`src/manhattan_threshold_reachability_unit_assert.svh`:
```
// ----------------------------------------------------------------------------
// Assertion macros for the Manhattan threshold reachability unit
// Concurrent checks on clk_i, disabled while rst_ni is low; empty in synthesis.
// ----------------------------------------------------------------------------
`ifndef MANHATTAN_THRESHOLD_REACHABILITY_UNIT_ASSERT_SVH
`define MANHATTAN_THRESHOLD_REACHABILITY_UNIT_ASSERT_SVH

`ifndef SYNTHESIS
// expression must never hold at a clock edge out of reset
`define MTR_ASSERT_NEVER(lbl, expr, msg) \
  lbl: assert property (@(posedge clk_i) disable iff (!rst_ni) !(expr)) else $error(msg);
// consequent must hold in the cycle after the antecedent
`define MTR_ASSERT_NEXT(lbl, ante, cons, msg) \
  lbl: assert property (@(posedge clk_i) disable iff (!rst_ni) (ante) |=> (cons)) else $error(msg);
`else
`define MTR_ASSERT_NEVER(lbl, expr, msg)
`define MTR_ASSERT_NEXT(lbl, ante, cons, msg)
`endif

`endif

```
`src/mtr_pkg.sv`:
```
// ----------------------------------------------------------------------------
// mtr_pkg
// Shared types, constants and helpers of the reachability unit.
// ----------------------------------------------------------------------------
package mtr_pkg;

  localparam int unsigned COORD_W     = 16;
  localparam int unsigned STEP_W      = 17;
  localparam logic [STEP_W-1:0] STEP_RESET = 17'd1000;
  localparam int unsigned QUEUE_DEPTH = 4;

  // one stored point as it travels from front to back
  typedef struct packed {
    logic signed [COORD_W-1:0] y;
    logic signed [COORD_W-1:0] x;
    logic                      last;
    logic                      ovf;
  } mtr_point_t;

  // coordinates as kept in the point memory
  typedef struct packed {
    logic signed [COORD_W-1:0] y;
    logic signed [COORD_W-1:0] x;
  } mtr_coord_t;

  // back-end walk sequencer
  typedef enum logic [2:0] {
    BK_LOAD,
    BK_INIT,
    BK_POP,
    BK_CUR,
    BK_CURLAT,
    BK_SWEEP,
    BK_DONE
  } mtr_back_state_e;

  // |a - b| of two signed coordinates; always fits in COORD_W bits
  function automatic logic [COORD_W-1:0] abs_diff(logic signed [COORD_W-1:0] a,
                                                  logic signed [COORD_W-1:0] b);
    logic [COORD_W:0] d;
    logic [COORD_W:0] n;
    d = {a[COORD_W-1], a} - {b[COORD_W-1], b};
    n = ~d + {{COORD_W{1'b0}}, 1'b1};
    return d[COORD_W] ? n[COORD_W-1:0] : d[COORD_W-1:0];
  endfunction

endpackage

```
`src/mtr_fifo.sv`:
```
// ----------------------------------------------------------------------------
// mtr_fifo
// Short queue between the front and back ends.
// ----------------------------------------------------------------------------
module mtr_fifo import mtr_pkg::*; #(
  parameter int unsigned DATA_W = 8
) (
  input  logic              clk_i,
  input  logic              rst_ni,
  input  logic              push_i,
  input  logic [DATA_W-1:0] wdata_i,
  output logic              full_o,
  input  logic              pop_i,
  output logic              valid_o,
  output logic [DATA_W-1:0] rdata_o
);

  localparam int unsigned PTR_W = $clog2(QUEUE_DEPTH);
  localparam int unsigned LVL_W = $clog2(QUEUE_DEPTH + 1);

  logic [DATA_W-1:0] mem_q [QUEUE_DEPTH];
  logic [PTR_W-1:0]  wr_ptr_d, wr_ptr_q;
  logic [PTR_W-1:0]  rd_ptr_d, rd_ptr_q;
  logic [LVL_W-1:0]  level_d, level_q;

  assign full_o  = level_q == LVL_W'(QUEUE_DEPTH);
  assign valid_o = level_q != '0;
  assign rdata_o = mem_q[rd_ptr_q];

  // pointer and fill level update
  always_comb begin
    wr_ptr_d = wr_ptr_q;
    rd_ptr_d = rd_ptr_q;
    level_d  = level_q;
    if (push_i) begin
      wr_ptr_d = (wr_ptr_q == PTR_W'(QUEUE_DEPTH - 1)) ? '0 : wr_ptr_q + PTR_W'(1);
    end
    if (pop_i) begin
      rd_ptr_d = (rd_ptr_q == PTR_W'(QUEUE_DEPTH - 1)) ? '0 : rd_ptr_q + PTR_W'(1);
    end
    if (push_i && !pop_i) begin
      level_d = level_q + LVL_W'(1);
    end else if (pop_i && !push_i) begin
      level_d = level_q - LVL_W'(1);
    end
  end

  always_ff @(posedge clk_i or negedge rst_ni) begin
    if (!rst_ni) begin
      wr_ptr_q <= '0;
      rd_ptr_q <= '0;
      level_q  <= '0;
    end else begin
      wr_ptr_q <= wr_ptr_d;
      rd_ptr_q <= rd_ptr_d;
      level_q  <= level_d;
    end
  end

  // storage
  always_ff @(posedge clk_i) begin
    if (push_i) begin
      mem_q[wr_ptr_q] <= wdata_i;
    end
  end

endmodule

```
`config.mk`:
```
export PLATFORM = sky130hd
export DESIGN_NAME = mtr_fifo
export DESIGN_NICKNAME = d
export VERILOG_FILES = /design/src/manhattan_threshold_reachability_unit_assert.svh /design/src/mtr_pkg.sv /design/src/mtr_fifo.sv
export SDC_FILE = /design/constraint.sdc
export NUM_CORES = 1
export LEC_CHECK = 0
export BUFFER_PORTS_ARGS = -buffer_cell sky130_fd_sc_hd__clkbuf_2
export CORE_UTILIZATION = 35
export DETAILED_ROUTE_END_ITERATION = 8
export GPL_TIMING_DRIVEN = 1
export SYNTH_ARGS = -nofsm -noshare
export SYNTH_HDL_FRONTEND = slang
export SYNTH_SLANG_ARGS = --single-unit
```
`constraint.sdc`:
```
create_clock -name clk_i -period 1.55 [get_ports clk_i]
set_input_delay 0.0775 -clock clk_i [delete_from_list [all_inputs] [get_ports clk_i]]
set_output_delay 0.0775 -clock clk_i [all_outputs]
set_load 0.02 [all_outputs]
```
==> summary.txt <==
Run status
  – Status: finished, violations left
  – Failing checks: negative setup slack

Finish
  – Fill count: approximately 400
  – Nets@finish: 132
  – Synth-to-layout area growth: 21.58%
  – Post-layout util: 0.4418
  – Share of layout cells above drive strength 1: 0.3947
  – N_diodes: 0

CTS
  – Clock Latency Late Sink: between 0.2 and 0.3 ns
  – CTS root buffer: clkbuf_8
  – CTS sink count: 39
  – CTS tree: done
  – CTS buffer count: 5
  – Setup Buffers After CTS: 0
  – Clock slew seen by the registers of the worst setup and hold paths: 0.07 ns
  – Max clock buf depth: 2
  – CTS H-tree lvls: 2

Worst setup path
  – Req. time, crit path: 1.47 ns
  – CP cell instances: buf_4 -> mux4_2 -> clkbuf_2
  – WP data arrival: 1.48 ns
  – Startpoint types: flop
  – Crit Path Category: flop to output port
  – CP Max Fanout: 5
  – Critical path endpoint category: output port
  – CP max stage cell: mux4_2
  – Crit-path max cell delay: 0.50 ns
  – Worst reg-to-reg path cell count: 4

STA
  – Max Slew Vio Count: 0
  – Final WS setup: -0.007645 ns
  – Worst slew pin tran: 0.4318 ns
  – Slew headroom: 0.7121
  – RSZ-0062 raised after global routing: true
  – Min Clock Period, post-route: 1.558 ns
  – Hold slack: 0.01476 ns
  – Worst Clk Skew: 0.007966 ns
  – Hold Violations, Final: 0
  – Final worst-path cycle share: 1.005
  – Endpoints failing setup: 2
  – Fmax: 642.0 MHz

Min path
  – Min-delay worst type: input pin to flop
  – Hold path depth: 1

Logic synthesis
  – Top_reg_cell synth: edfxtp_1
  – Unique masters post-synth: 18
  – Syn. warnings: 0
  – Post-synth EDFFs: 32
  – Synth Register Bits: 39
  – Post-synth ARST share: 0.1795
  – Mapped Area: 1572 sq um
  – Mapped Avg Cell Area: 19.89 sq um
  – Cells after synthesis: 79
  – Yosys top cell area share: 0.6115
  – Area leader, netlist: edfxtp_1
  – Most frequent cell after synthesis: edfxtp_1
  – Top cells by count, synth: edfxtp_1 (32), mux4_2 (8), dfrtp_1 (7)
  – Synth Net Count: 98
  – Sequential-to-total area share from yosys stat: 0.7229
  – Most area-consuming cells after synthesis: edfxtp_1 (61%), mux4_2 (11%), dfrtp_1 (11%)

Global route
  – All-Layer GR Usage: 0.1075
  – Initial antenna violation count: 0
  – Number of global-route vias before repair: approximately 790
  – First-pass GRT wire length: 3746 um
  – Gr ovfl total: 0
  – Largest net degree at the start of global routing: 13

Place
  – Number of buffers added on ports: 21
  – Post-DP HPWL: 1652 um
  – Final GP Congestion: 0.6548

Floorplan
  – Cell row count: 24
  – Initial Util: 0.3634
  – Core area: 4324 sq um
  – Die Y-Extent: 69.01 um
  – Num ports: 22
  – Overall die width: 69.01 um
  – Die ar.: 4762 sq um

Route
  – DRC: 0
  – Final WL: between 2000 and 2500 um
  – Initial drt markers: 48
  – DR pass1 iterations: 4
  – Routed WL per cell: 13.84 um
  – Post-route ant nets: 0
  – DR vias: just under 800
  – Number of vias per cell: 4.669

Power and ir drop
  – Sequential power share: 0.450
  – Int Pwr: 0.002335 W
  – Switching Fraction: 0.3131
  – Static leakage: 0.7259 nW
  – Pwr/cell area: 1779 nW/um^2
  – Comb power frac: 0.363
  – Clock Power Share: 0.187
  – P_sw: approximately 0.0011 W
  – Peak VDD IR: ~0.80 mV

Job
  – Max-cap violations: 0
[logic make-up (layout without fill, tap and decap cells)]
| kind of cell | after synthesis | count (layout) | synth area share |
|---|---|---|---|
| mux | 11 | 11 | 0.1361 |
| fa+ha+maj | 7 | 7 | 0.06051 |
| buf+inv | 7 | 42 | 0.02229 |
| simple gates | 10 | 10 | 0.03503 |
| compound gates | 2 | 2 | 0.006370 |
| xor+xnor | 3 | 3 | 0.01672 |
| flops | 39 | 39 | 0.7229 |
[flip-flops by register name, indices dropped and copies added, names as in the netlist]
register and flops:
rd_ptr_q 2, mem_q 32, level_q 3, wr_ptr_q 2
[area by class of cell]
cell class | count | area [sq um] | area share
flip-flops and latches | 39 | 1136 | 0.5946
multi-input cells | 33 | 400.4 | 0.2096
repair buffers | 29 | 205.2 | 0.1074
clock buffers | 6 | 72.57 | 0.03798
well taps | 52 | 65.06 | 0.03405
inverters | 5 | 18.77 | 0.009823
clock inverters | 2 | 12.51 | 0.006549
[metal layers]
layer  track usage  share of wire  up-vias
met3       0.03801          0.040        5
met2        0.1748           0.52       17
met4       0.06122          0.017        0
met1        0.1227           0.42      387
met5             0              0        -
li1              -              -      366
[timing repair]
| action | 4_1_cts | 5_1_grt |
|---|---|---|
| hold buffers | 2 | 0 |
| endpoints found under the hold margin | 11 | 0 |
| gates resized for setup | 1 | 16 |
| setup endpoints to repair | 8 | 8 |
[path summary, 6_finish.rpt]
check | from | to | slack [ns]
min in group asynchronous | rst_ni | level_q[1] | 0.17
max | rd_ptr_q[0] | rdata_o[5] | -0.008
max in group asynchronous | rst_ni | wr_ptr_q[0] | 1.21
min reg2reg | level_q[2] | level_q[2] | 0.51
min | wdata_i[2] | mem_q[3][2] | 0.01
max reg2reg | level_q[0] | level_q[2] | 0.19
[critical path, delay by kind of cell, from the launching register on]
kind	cells	cell delay, ns
multiplexers	1	0.50
flip-flops	1	0.37
buffers and inverters	2	0.33
[power by group through the flow]
stage | registers [W] | clock network (W) | logic [W]
detailed placement | 0.00155 | 0 | 0.00114
global route | 0.00156 | 0.000703 | 0.00133
finish | 0.00153 | 0.000635 | 0.00124
global placement | 0.00154 | 0 | 0.00111
CTS | 0.00153 | 0.000665 | 0.00116
floorplan | 0.00148 | 0 | 0.000842
[per-stage QoR]
stage	setup WS [ns]	cell area (sq um)	instances	setup TNS [ns]	power, W
3_3_place_gp	0.2290	1770	156	0	0.002649
3_5_place_dp	0.1693	1770	156	0	0.002691
5_1_grt	-0.07483	1911	166	-0.3849	0.003595
2_1_floorplan	0.2591	1572	79	0	0.002324
6_report	-0.007645	1911	166	-0.01030	0.003400
4_1_cts	-0.04617	1879	166	-0.2075	0.003356
[cells in the final DEF, fill, tap and decap left out, drive strengths merged]
cell type and count:
edfxtp 32, clkbuf 21, buf 12, mux4 8, dfrtp 7, ha 6
inv 5, and2 4, mux2 3, o21ai 2, nor2 2, xor2 2
dlygate4sd3 2, or3 1, nor3b 1, xnor2 1, nand3 1, nand2 1
fa 1, clkinvlp 1, clkinv 1
No activity file was read; power rests on OpenSTA's default activity.
