$ cat src/manhattan_threshold_reachability_unit_assert.svh
// ----------------------------------------------------------------------------
// Assertion macros for the Manhattan threshold reachability unit
// Concurrent checks on clk_i, disabled while rst_ni is low; empty in synthesis.
// ----------------------------------------------------------------------------
`ifndef MANHATTAN_THRESHOLD_REACHABILITY_UNIT_ASSERT_SVH
`define MANHATTAN_THRESHOLD_REACHABILITY_UNIT_ASSERT_SVH

`ifndef SYNTHESIS
// expression must never hold at a clock edge out of reset
`define MTR_ASSERT_NEVER(lbl, expr, msg) \
  lbl: assert property (@(posedge clk_i) disable iff (!rst_ni) !(expr)) else $error(msg);
// consequent must hold in the cycle after the antecedent
`define MTR_ASSERT_NEXT(lbl, ante, cons, msg) \
  lbl: assert property (@(posedge clk_i) disable iff (!rst_ni) (ante) |=> (cons)) else $error(msg);
`else
`define MTR_ASSERT_NEVER(lbl, expr, msg)
`define MTR_ASSERT_NEXT(lbl, ante, cons, msg)
`endif

`endif

$ cat src/mtr_pkg.sv
// ----------------------------------------------------------------------------
// mtr_pkg
// Shared types, constants and helpers of the reachability unit.
// ----------------------------------------------------------------------------
package mtr_pkg;

  localparam int unsigned COORD_W     = 16;
  localparam int unsigned STEP_W      = 17;
  localparam logic [STEP_W-1:0] STEP_RESET = 17'd1000;
  localparam int unsigned QUEUE_DEPTH = 4;

  // one stored point as it travels from front to back
  typedef struct packed {
    logic signed [COORD_W-1:0] y;
    logic signed [COORD_W-1:0] x;
    logic                      last;
    logic                      ovf;
  } mtr_point_t;

  // coordinates as kept in the point memory
  typedef struct packed {
    logic signed [COORD_W-1:0] y;
    logic signed [COORD_W-1:0] x;
  } mtr_coord_t;

  // back-end walk sequencer
  typedef enum logic [2:0] {
    BK_LOAD,
    BK_INIT,
    BK_POP,
    BK_CUR,
    BK_CURLAT,
    BK_SWEEP,
    BK_DONE
  } mtr_back_state_e;

  // |a - b| of two signed coordinates; always fits in COORD_W bits
  function automatic logic [COORD_W-1:0] abs_diff(logic signed [COORD_W-1:0] a,
                                                  logic signed [COORD_W-1:0] b);
    logic [COORD_W:0] d;
    logic [COORD_W:0] n;
    d = {a[COORD_W-1], a} - {b[COORD_W-1], b};
    n = ~d + {{COORD_W{1'b0}}, 1'b1};
    return d[COORD_W] ? n[COORD_W-1:0] : d[COORD_W-1:0];
  endfunction

endpackage

$ cat src/mtr_front.sv
// ----------------------------------------------------------------------------
// mtr_front
// Accepts points, assigns store slots, tracks the set count and overflow.
// ----------------------------------------------------------------------------
module mtr_front import mtr_pkg::*; #(
  parameter int unsigned MAX_POINTS = 128
) (
  input  logic                      clk_i,
  input  logic                      rst_ni,
  input  logic                      in_valid_i,
  output logic                      in_ready_o,
  input  logic signed [COORD_W-1:0] coord_y_i,
  input  logic signed [COORD_W-1:0] coord_x_i,
  input  logic                      last_point_i,
  input  logic                      q_full_i,
  output logic                      push_o,
  output logic [$clog2(MAX_POINTS)-1:0] slot_o,
  output mtr_point_t                point_o
);

  localparam int unsigned IDX_W = $clog2(MAX_POINTS);
  localparam int unsigned CNT_W = $clog2(MAX_POINTS + 1);

  logic [CNT_W-1:0] count_d, count_q;
  logic             ovf_d, ovf_q;
  logic             accept;
  logic             has_room;

  // classify the incoming point
  assign in_ready_o = !q_full_i;
  assign accept     = in_valid_i && in_ready_o;
  assign has_room   = count_q < CNT_W'(MAX_POINTS);

  // dropped points are not queued; a last point always is
  assign push_o  = accept && (has_room || last_point_i);
  assign slot_o  = has_room ? count_q[IDX_W-1:0] : IDX_W'(MAX_POINTS - 1);
  assign point_o = '{y: coord_y_i, x: coord_x_i, last: last_point_i,
                     ovf: ovf_q || !has_room};

  // set bookkeeping
  always_comb begin
    count_d = count_q;
    ovf_d   = ovf_q;
    if (accept) begin
      if (last_point_i) begin
        count_d = '0;
        ovf_d   = 1'b0;
      end else if (has_room) begin
        count_d = count_q + CNT_W'(1);
      end else begin
        ovf_d = 1'b1;
      end
    end
  end

  always_ff @(posedge clk_i or negedge rst_ni) begin
    if (!rst_ni) begin
      count_q <= '0;
      ovf_q   <= 1'b0;
    end else begin
      count_q <= count_d;
      ovf_q   <= ovf_d;
    end
  end

endmodule

$ cat config.mk
export PLATFORM = sky130hd
export DESIGN_NAME = mtr_front
export DESIGN_NICKNAME = d
export VERILOG_FILES = /design/src/manhattan_threshold_reachability_unit_assert.svh /design/src/mtr_pkg.sv /design/src/mtr_front.sv
export SDC_FILE = /design/constraint.sdc
export NUM_CORES = 1
export LEC_CHECK = 0
export BUFFER_PORTS_ARGS = -buffer_cell sky130_fd_sc_hd__buf_2
export CORE_MARGIN = 2
export CORE_UTILIZATION = 38
export DETAILED_ROUTE_END_ITERATION = 16
export PLACE_DENSITY = 0.86
export SETUP_SLACK_MARGIN = 0.05
export SLEW_MARGIN = 25
export SYNTH_ARGS = -nofsm -noshare
export SYNTH_HDL_FRONTEND = slang
export SYNTH_SLANG_ARGS = --single-unit
$ cat constraint.sdc
create_clock -name clk_i -period 2.1 [get_ports clk_i]
set_clock_uncertainty 0.05 [all_clocks]
set_input_delay 0.42 -clock clk_i [delete_from_list [all_inputs] [get_ports clk_i]]
set_output_delay 0.42 -clock clk_i [all_outputs]
set_load 0.05 [all_outputs]
==> results of run 1 <==
-- per-stage QoR --
step,utilization,hold WS [ps]
floorplan,-,74.4
global placement,0.326,230
detailed placement,0.326,238
CTS,0.344,384
global route,0.344,404
finish,0.344,385
-- how the worst min path moves through the flow --
stage                            end  slack [ps]  cells after the start
after global routing      count_q[0]         400                      2
final                     count_q[1]         390                      2
after detailed placement  count_q[3]         240                      1
after CTS                 count_q[1]         380                      2
after floorplan           count_q[0]          70                      0
after global placement    count_q[2]         230                      1
-- cell type report --
| cell class | count | area [um^2] | area share |
|---|---|---|---|
| clock buffer | 4 | 26.3 | 0.0385 |
| inverter | 4 | 15.0 | 0.0220 |
| multi-input combinational | 46 | 289 | 0.424 |
| sequential | 9 | 225 | 0.330 |
| tap | 27 | 33.8 | 0.0495 |
| timing repair buffer | 17 | 92.6 | 0.136 |
-- sequential cells by signal, summed over array words and instances (netlist names) --
signal   flops
ovf_q        1
count_q      8
-- per-layer routing --
layer	wire length (um)	vias to the layer above	part of all wire	global-route usage
met1	558	232	0.38	0.142
met2	629	27	0.43	0.182
met3	177	20	0.12	0.0606
met5	0	-	0	0
li1	-	257	-	-
met4	86	0	0.059	0.111
-- timing repair --
item | CTS | global route
endpoints found under the hold margin | 9 | 0
setup endpoints to repair | 0 | 0
setup buffers | 0 | 0
hold buffers | 1 | 0
-- kinds of logic after synthesis --
kind of cell    after synthesis  synth area share
flops                         9             0.280
fa+ha+maj                     1            0.0156
simple gates                 31             0.223
mux                           2            0.0249
compound gates               12            0.0966
buf+inv                      40             0.360
-- power by group through the flow --
| stage | combinational (W) | clock [W] | sequential [W] |
|---|---|---|---|
| floorplan | 0.000273 | 0 | 0.000203 |
| global placement | 0.000136 | 0 | 0.000206 |
| detailed placement | 0.000141 | 0 | 0.000207 |
| CTS | 0.000142 | 0.000138 | 0.000204 |
| global route | 0.000151 | 0.000150 | 0.000206 |
| finish | 0.000140 | 0.000133 | 0.000203 |
-- worst max-delay path, cell delays in order, from the launching register on --
cell and delay [ps]:
dfrtp_1 500, nor2b_2 400, nor2_1 60, buf_2 220
-- cells in the mapped netlist (all sizes together), types with 2 or more instances --
cell	number	area [um^2]
buf	35	270
dfrtp	9	225
or2	8	50.1
nand2	5	18.8
inv	4	15.0
a21oi	3	15.0
nand2b	3	18.8
nand3	3	15.0
o31ai	3	22.5
or4	3	22.5
mux2i	2	20.0
nor2	2	7.51
nor4	2	12.5
o21a	2	15.0
o21ai	2	10.0
-- cell usage in the layout, fill, tap and decap left out, types with 2 or more instances in the layout --
master,instances
nand2b_1,3
mux2i_1,2
or4_1,3
buf_2,15
a21oi_1,3
o21a_1,2
o21ai_0,2
o31ai_1,3
nand2_1,5
clkbuf_4,3
or2_2,8
dfrtp_1,9
nor2_1,2
inv_1,4
nor4_1,2
nand3_1,3
==> metrics.json, run 1 <==
{
  "routability_driven_placement_congestion_ratio": {"value": 0.842},
  "detail_route.first_pass.iterations": {"value": 3},
  "p_leak": {"value": 0.342, "unit": "nW"},
  "layout.cells.non_filler": {"value": 107},
  "ys_async_rst_share": {"value": 1.00},
  "wire_per_inst": {"value": 13.6, "unit": "um"},
  "hp-class": {"value": "input pin to flip-flop"},
  "synthCells": {"value": 95},
  "n_antenna_cell": {"value": 0},
  "die_width": {"value": 50.0, "unit": "um"},
  "clock_power_share": {"value": 0.279},
  "status": {"value": "completed"},
  "ys_ff_latch": {"value": 9},
  "cts_max_level": {"value": 1},
  "worst_max_slew_margin_expressed_relative_to_the_limit": {"value": 0.700},
  "grt_setup_unrepaired": {"value": "false"},
  "synthesis.area": {"value": 803, "unit": "um^2"},
  "setup.reg_to_reg.worst_slack": {"value": 590, "unit": "ps"},
  "final.setup.tns": {"value": 0, "unit": "ps"},
  "overflow": {"value": 0},
  "final_design_area_no_fill": {"value": 682, "unit": "um^2"},
  "avgSynthCellArea": {"value": 8.46, "unit": "um^2"},
  "switching_share": {"value": 0.370},
  "cts.root.buffer_cell": {"value": "clkbuf_4"},
  "post_cts.resized_instances": {"value": 0},
  "power.net_switching": {"value": 0.000176, "unit": "W"},
  "netlist-cell-type-count": {"value": 25},
  "die_height": {"value": 50.0, "unit": "um"},
  "cts.sinks": {"value": 9},
  "timing.critical_path.from_type": {"value": "flip-flop"},
  "post-route-min-period": {"value": 1920, "unit": "ps"},
  "report.final.setup_viol": {"value": 0},
  "vdd_ir_drop_max": {"value": 0.000318, "unit": "V"},
  "rows": {"value": 16},
  "postSynth.topFlopCell": {"value": "dfrtp_1"},
  "final_min_period_over_clock_period": {"value": 0.914},
  "count_of_endpoints_failing_hold_in_the_final_timing_report": {"value": 0},
  "post_route_cells_drive_above_1_share": {"value": 0.350},
  "cts.reportedPaths.clkPinSlew": {"value": 60, "unit": "ps"},
  "reg2reg_to": {"value": "count_q[4]"},
  "groute.usage.overall": {"value": 0.128},
  "num_vias": {"value": 536},
  "portBuffers": {"value": 15},
  "drc": {"value": 0},
  "worstMarginPinSlew": {"value": 450, "unit": "ps"},
  "critPathMaxFanout": {"value": 10},
  "nFillCells": {"value": 212},
  "place_worst_setup_slack": {"value": 335, "unit": "ps"},
  "grt_pass1_vias": {"value": 530},
  "achievable-frequency": {"value": 0.521, "unit": "GHz"},
  "grt_pass1_wl": {"value": 2420, "unit": "um"},
  "clk-insertion-delay-late": {"value": 260, "unit": "ps"},
  "endpoint": {"value": "push_o"},
  "critPathCaptureType": {"value": "output pin"},
  "required": {"value": 1630, "unit": "ps"},
  "crit_type": {"value": "flip-flop to output pin"},
  "areaGrowthSynthToFinish": {"value": -15.1, "unit": "%"},
  "dpl-instance-area": {"value": 646, "unit": "um^2"},
  "postRouteWirelength": {"value": 1450, "unit": "um"},
  "finalMaxSlewViolations": {"value": 0},
  "power": {"value": 0.000477, "unit": "W"},
  "critPathArrivalTime": {"value": 1450, "unit": "ps"},
  "ioPinCount": {"value": 80},
  "synthesis.yosys.warnings": {"value": 0},
  "fp.dieArea": {"value": 2500, "unit": "um^2"},
  "ant_nets": {"value": 0},
  "internal_power_component": {"value": 0.000301, "unit": "W"},
  "worst_r2r_path_depth": {"value": 3},
  "maximum_clock_insertion_buffer_count": {"value": 2},
  "worst_hold_path_startpoint": {"value": "last_point_i"},
  "cts_tree": {"value": "done"},
  "core_region_area": {"value": 1980, "unit": "um^2"},
  "synth_edf_count": {"value": 0},
  "worst_setup_path_startpoint": {"value": "count_q[7]"},
  "initial_core_util": {"value": 0.405},
  "dpl.cell_count": {"value": 102},
  "timing.max_cap.violations": {"value": 0},
  "viasPerCell": {"value": 5.01},
  "power_density": {"value": 699, "unit": "nW/um^2"},
  "part_of_the_total_power_dissipated_in_combinational_logic": {"value": 0.294},
  "setup_ws": {"value": 180, "unit": "ps"},
  "cts_buffers": {"value": 3},
  "grt_start_max_net_pins": {"value": 15},
  "net_count_after_synthesis": {"value": 133},
  "drt_iter0_markers": {"value": 3},
  "yosysSeqAreaShare": {"value": 0.280},
  "place_hpwl": {"value": 1120, "unit": "um"},
  "flop_pwr_share": {"value": 0.426},
  "layout_nets": {"value": 119},
  "rr_startpoint": {"value": "count_q[7]"},
  "grt_antenna_before_repair": {"value": 0}
}
Power figures use the tool's default switching activity.
==> inputs of run 2 (changes only) <==
--- a/config.mk
+++ b/config.mk
@@ -10,6 +10,7 @@
 export CORE_UTILIZATION = 38
 export DETAILED_ROUTE_END_ITERATION = 16
 export PLACE_DENSITY = 0.86
+export RECOVER_POWER = 25
 export SETUP_SLACK_MARGIN = 0.05
 export SLEW_MARGIN = 25
 export SYNTH_ARGS = -nofsm -noshare
==> metrics.json, run 2 (synthesis results as in run 1) <==
{
  "power_density": {"value": 700, "unit": "nW/um^2"},
  "drt_iter0_markers": {"value": 3},
  "cts_buffers": {"value": 3},
  "finalMaxSlewViolations": {"value": 0},
  "crit_type": {"value": "flip-flop to output pin"},
  "cts_max_level": {"value": 1},
  "areaGrowthSynthToFinish": {"value": -15.3, "unit": "%"},
  "mostFrequentLayoutCells": {"value": "buf_2, dfrtp_1, or2_2, nand2_1, inv_1"},
  "report.final.setup_viol": {"value": 0},
  "critPathArrivalTime": {"value": 1450, "unit": "ps"},
  "cts.sinks": {"value": 9},
  "ioPinCount": {"value": 80},
  "worst_r2r_path_depth": {"value": 3},
  "max_flop_register": {"value": "count_q"},
  "initial_core_util": {"value": 0.405},
  "hp-class": {"value": "input pin to flip-flop"},
  "layout_nets": {"value": 119},
  "grt_antenna_before_repair": {"value": 0},
  "p_leak": {"value": 0.339, "unit": "nW"},
  "final_min_period_over_clock_period": {"value": 0.914},
  "routability_driven_placement_congestion_ratio": {"value": 0.842},
  "rr_startpoint": {"value": "count_q[7]"},
  "critPathCaptureType": {"value": "output pin"},
  "worst_hold_path_startpoint": {"value": "last_point_i"},
  "post-cts-setup-buffer-count": {"value": 0},
  "drc": {"value": 0},
  "post_cts.resized_instances": {"value": 0},
  "core_region_area": {"value": 1980, "unit": "um^2"},
  "n_antenna_cell": {"value": 0},
  "portBuffers": {"value": 15},
  "worst_setup_path_startpoint": {"value": "count_q[7]"},
  "worstMarginPinSlew": {"value": 520, "unit": "ps"},
  "postRouteWirelength": {"value": 1450, "unit": "um"},
  "post_route_cells_drive_above_1_share": {"value": 0.338},
  "status": {"value": "completed"},
  "critPathMaxFanout": {"value": 10},
  "maximum_clock_insertion_buffer_count": {"value": 2},
  "largestRegisters": {"value": "count_q (8), ovf_q (1)"},
  "worst_max_slew_margin_expressed_relative_to_the_limit": {"value": 0.653},
  "timing.critical_path.from_type": {"value": "flip-flop"},
  "viasPerCell": {"value": 5.01},
  "final_common_cell": {"value": "buf_2"},
  "vdd_ir_drop_max": {"value": 0.000318, "unit": "V"},
  "endpoint": {"value": "push_o"},
  "cts.reportedPaths.clkPinSlew": {"value": 60, "unit": "ps"},
  "cts.root.buffer_cell": {"value": "clkbuf_4"},
  "ant_nets": {"value": 0},
  "grt_pass1_wl": {"value": 2420, "unit": "um"},
  "post-route-min-period": {"value": 1920, "unit": "ps"},
  "wire_per_inst": {"value": 13.5, "unit": "um"},
  "place_hpwl": {"value": 1120, "unit": "um"},
  "num_vias": {"value": 536},
  "cts_tree": {"value": "done"},
  "rows": {"value": 16},
  "die_width": {"value": 50.0, "unit": "um"},
  "setup.reg_to_reg.worst_slack": {"value": 590, "unit": "ps"},
  "reg2reg_to": {"value": "count_q[4]"},
  "grt_start_max_net_pins": {"value": 15},
  "die_height": {"value": 50.0, "unit": "um"},
  "grt_setup_unrepaired": {"value": "false"},
  "achievable-frequency": {"value": 0.521, "unit": "GHz"},
  "groute.usage.overall": {"value": 0.128},
  "final.hold.worst_slack": {"value": 385, "unit": "ps"},
  "largest_reg_flops": {"value": 8},
  "cts.hold.buffers_added": {"value": 1},
  "grt_pass1_vias": {"value": 530},
  "fp.dieArea": {"value": 2500, "unit": "um^2"},
  "count_of_endpoints_failing_hold_in_the_final_timing_report": {"value": 0},
  "required": {"value": 1630, "unit": "ps"},
  "clk-insertion-delay-late": {"value": 260, "unit": "ps"},
  "final.setup.tns": {"value": 0, "unit": "ps"},
  "nFillCells": {"value": 213},
  "overflow": {"value": 0},
  "timing.max_cap.violations": {"value": 0},
  "detail_route.first_pass.iterations": {"value": 3}
}
-- run 2: cell count changes in the layout (fill, tap and decap cells not counted) --
cell      change
buf_2         -1
clkbuf_1      +1
-- run 2: critical path, cell delays in order (launching register included) --
cell and delay (ps):
dfrtp_1 500, nor2b_2 400, nor2_1 60, buf_2 220
-- run 2: stage by stage --
step | instances | area [um^2] | setup slack (ps) | total power, W | utilization
2_1_floorplan | 95 | 803 | 223 | 0.000475 | -
3_3_place_gp | 102 | 646 | 367 | 0.000343 | 0.326
3_5_place_dp | 102 | 646 | 335 | 0.000348 | 0.326
4_1_cts | 107 | 682 | 179 | 0.000484 | 0.344
5_1_grt | 107 | 681 | 89.6 | 0.000507 | 0.343
6_report | 107 | 681 | 180 | 0.000476 | 0.343
-- run 2: worst min path at each step --
stage,endpoint,slack [ps],cells past startpoint
4_1_cts,count_q[1],380,2
3_5_place_dp,count_q[3],240,1
5_1_grt,count_q[0],400,2
2_1_floorplan,count_q[0],70,0
6_report,count_q[1],390,2
3_3_place_gp,count_q[2],230,1
-- run 2: cell type report --
cell class / count / area, um^2 / area share
multi-input cells: 46 / 289 / 0.425
repair buffers: 17 / 91.3 / 0.134
clock buffers: 4 / 26.3 / 0.0386
well taps: 27 / 33.8 / 0.0496
inverters: 4 / 15.0 / 0.0221
flip-flops and latches: 9 / 225 / 0.331
-- run 2: metal layers --
layer / wire (um) / vias to the layer above / track usage
li1: - / 257 / -
met2: 629 / 27 / 0.182
met3: 177 / 20 / 0.0606
met1: 556 / 232 / 0.142
met5: 0 / - / 0
met4: 86 / 0 / 0.111
-- run 2: where the power goes --
part / switching, W / internal (W) / total, W / leakage, nW
combinational: 0.000100 / 0.0000399 / 0.000140 / 0.201
clock: 0.0000599 / 0.0000732 / 0.000133 / 0.0150
sequential: 0.0000160 / 0.000187 / 0.000203 / 0.123
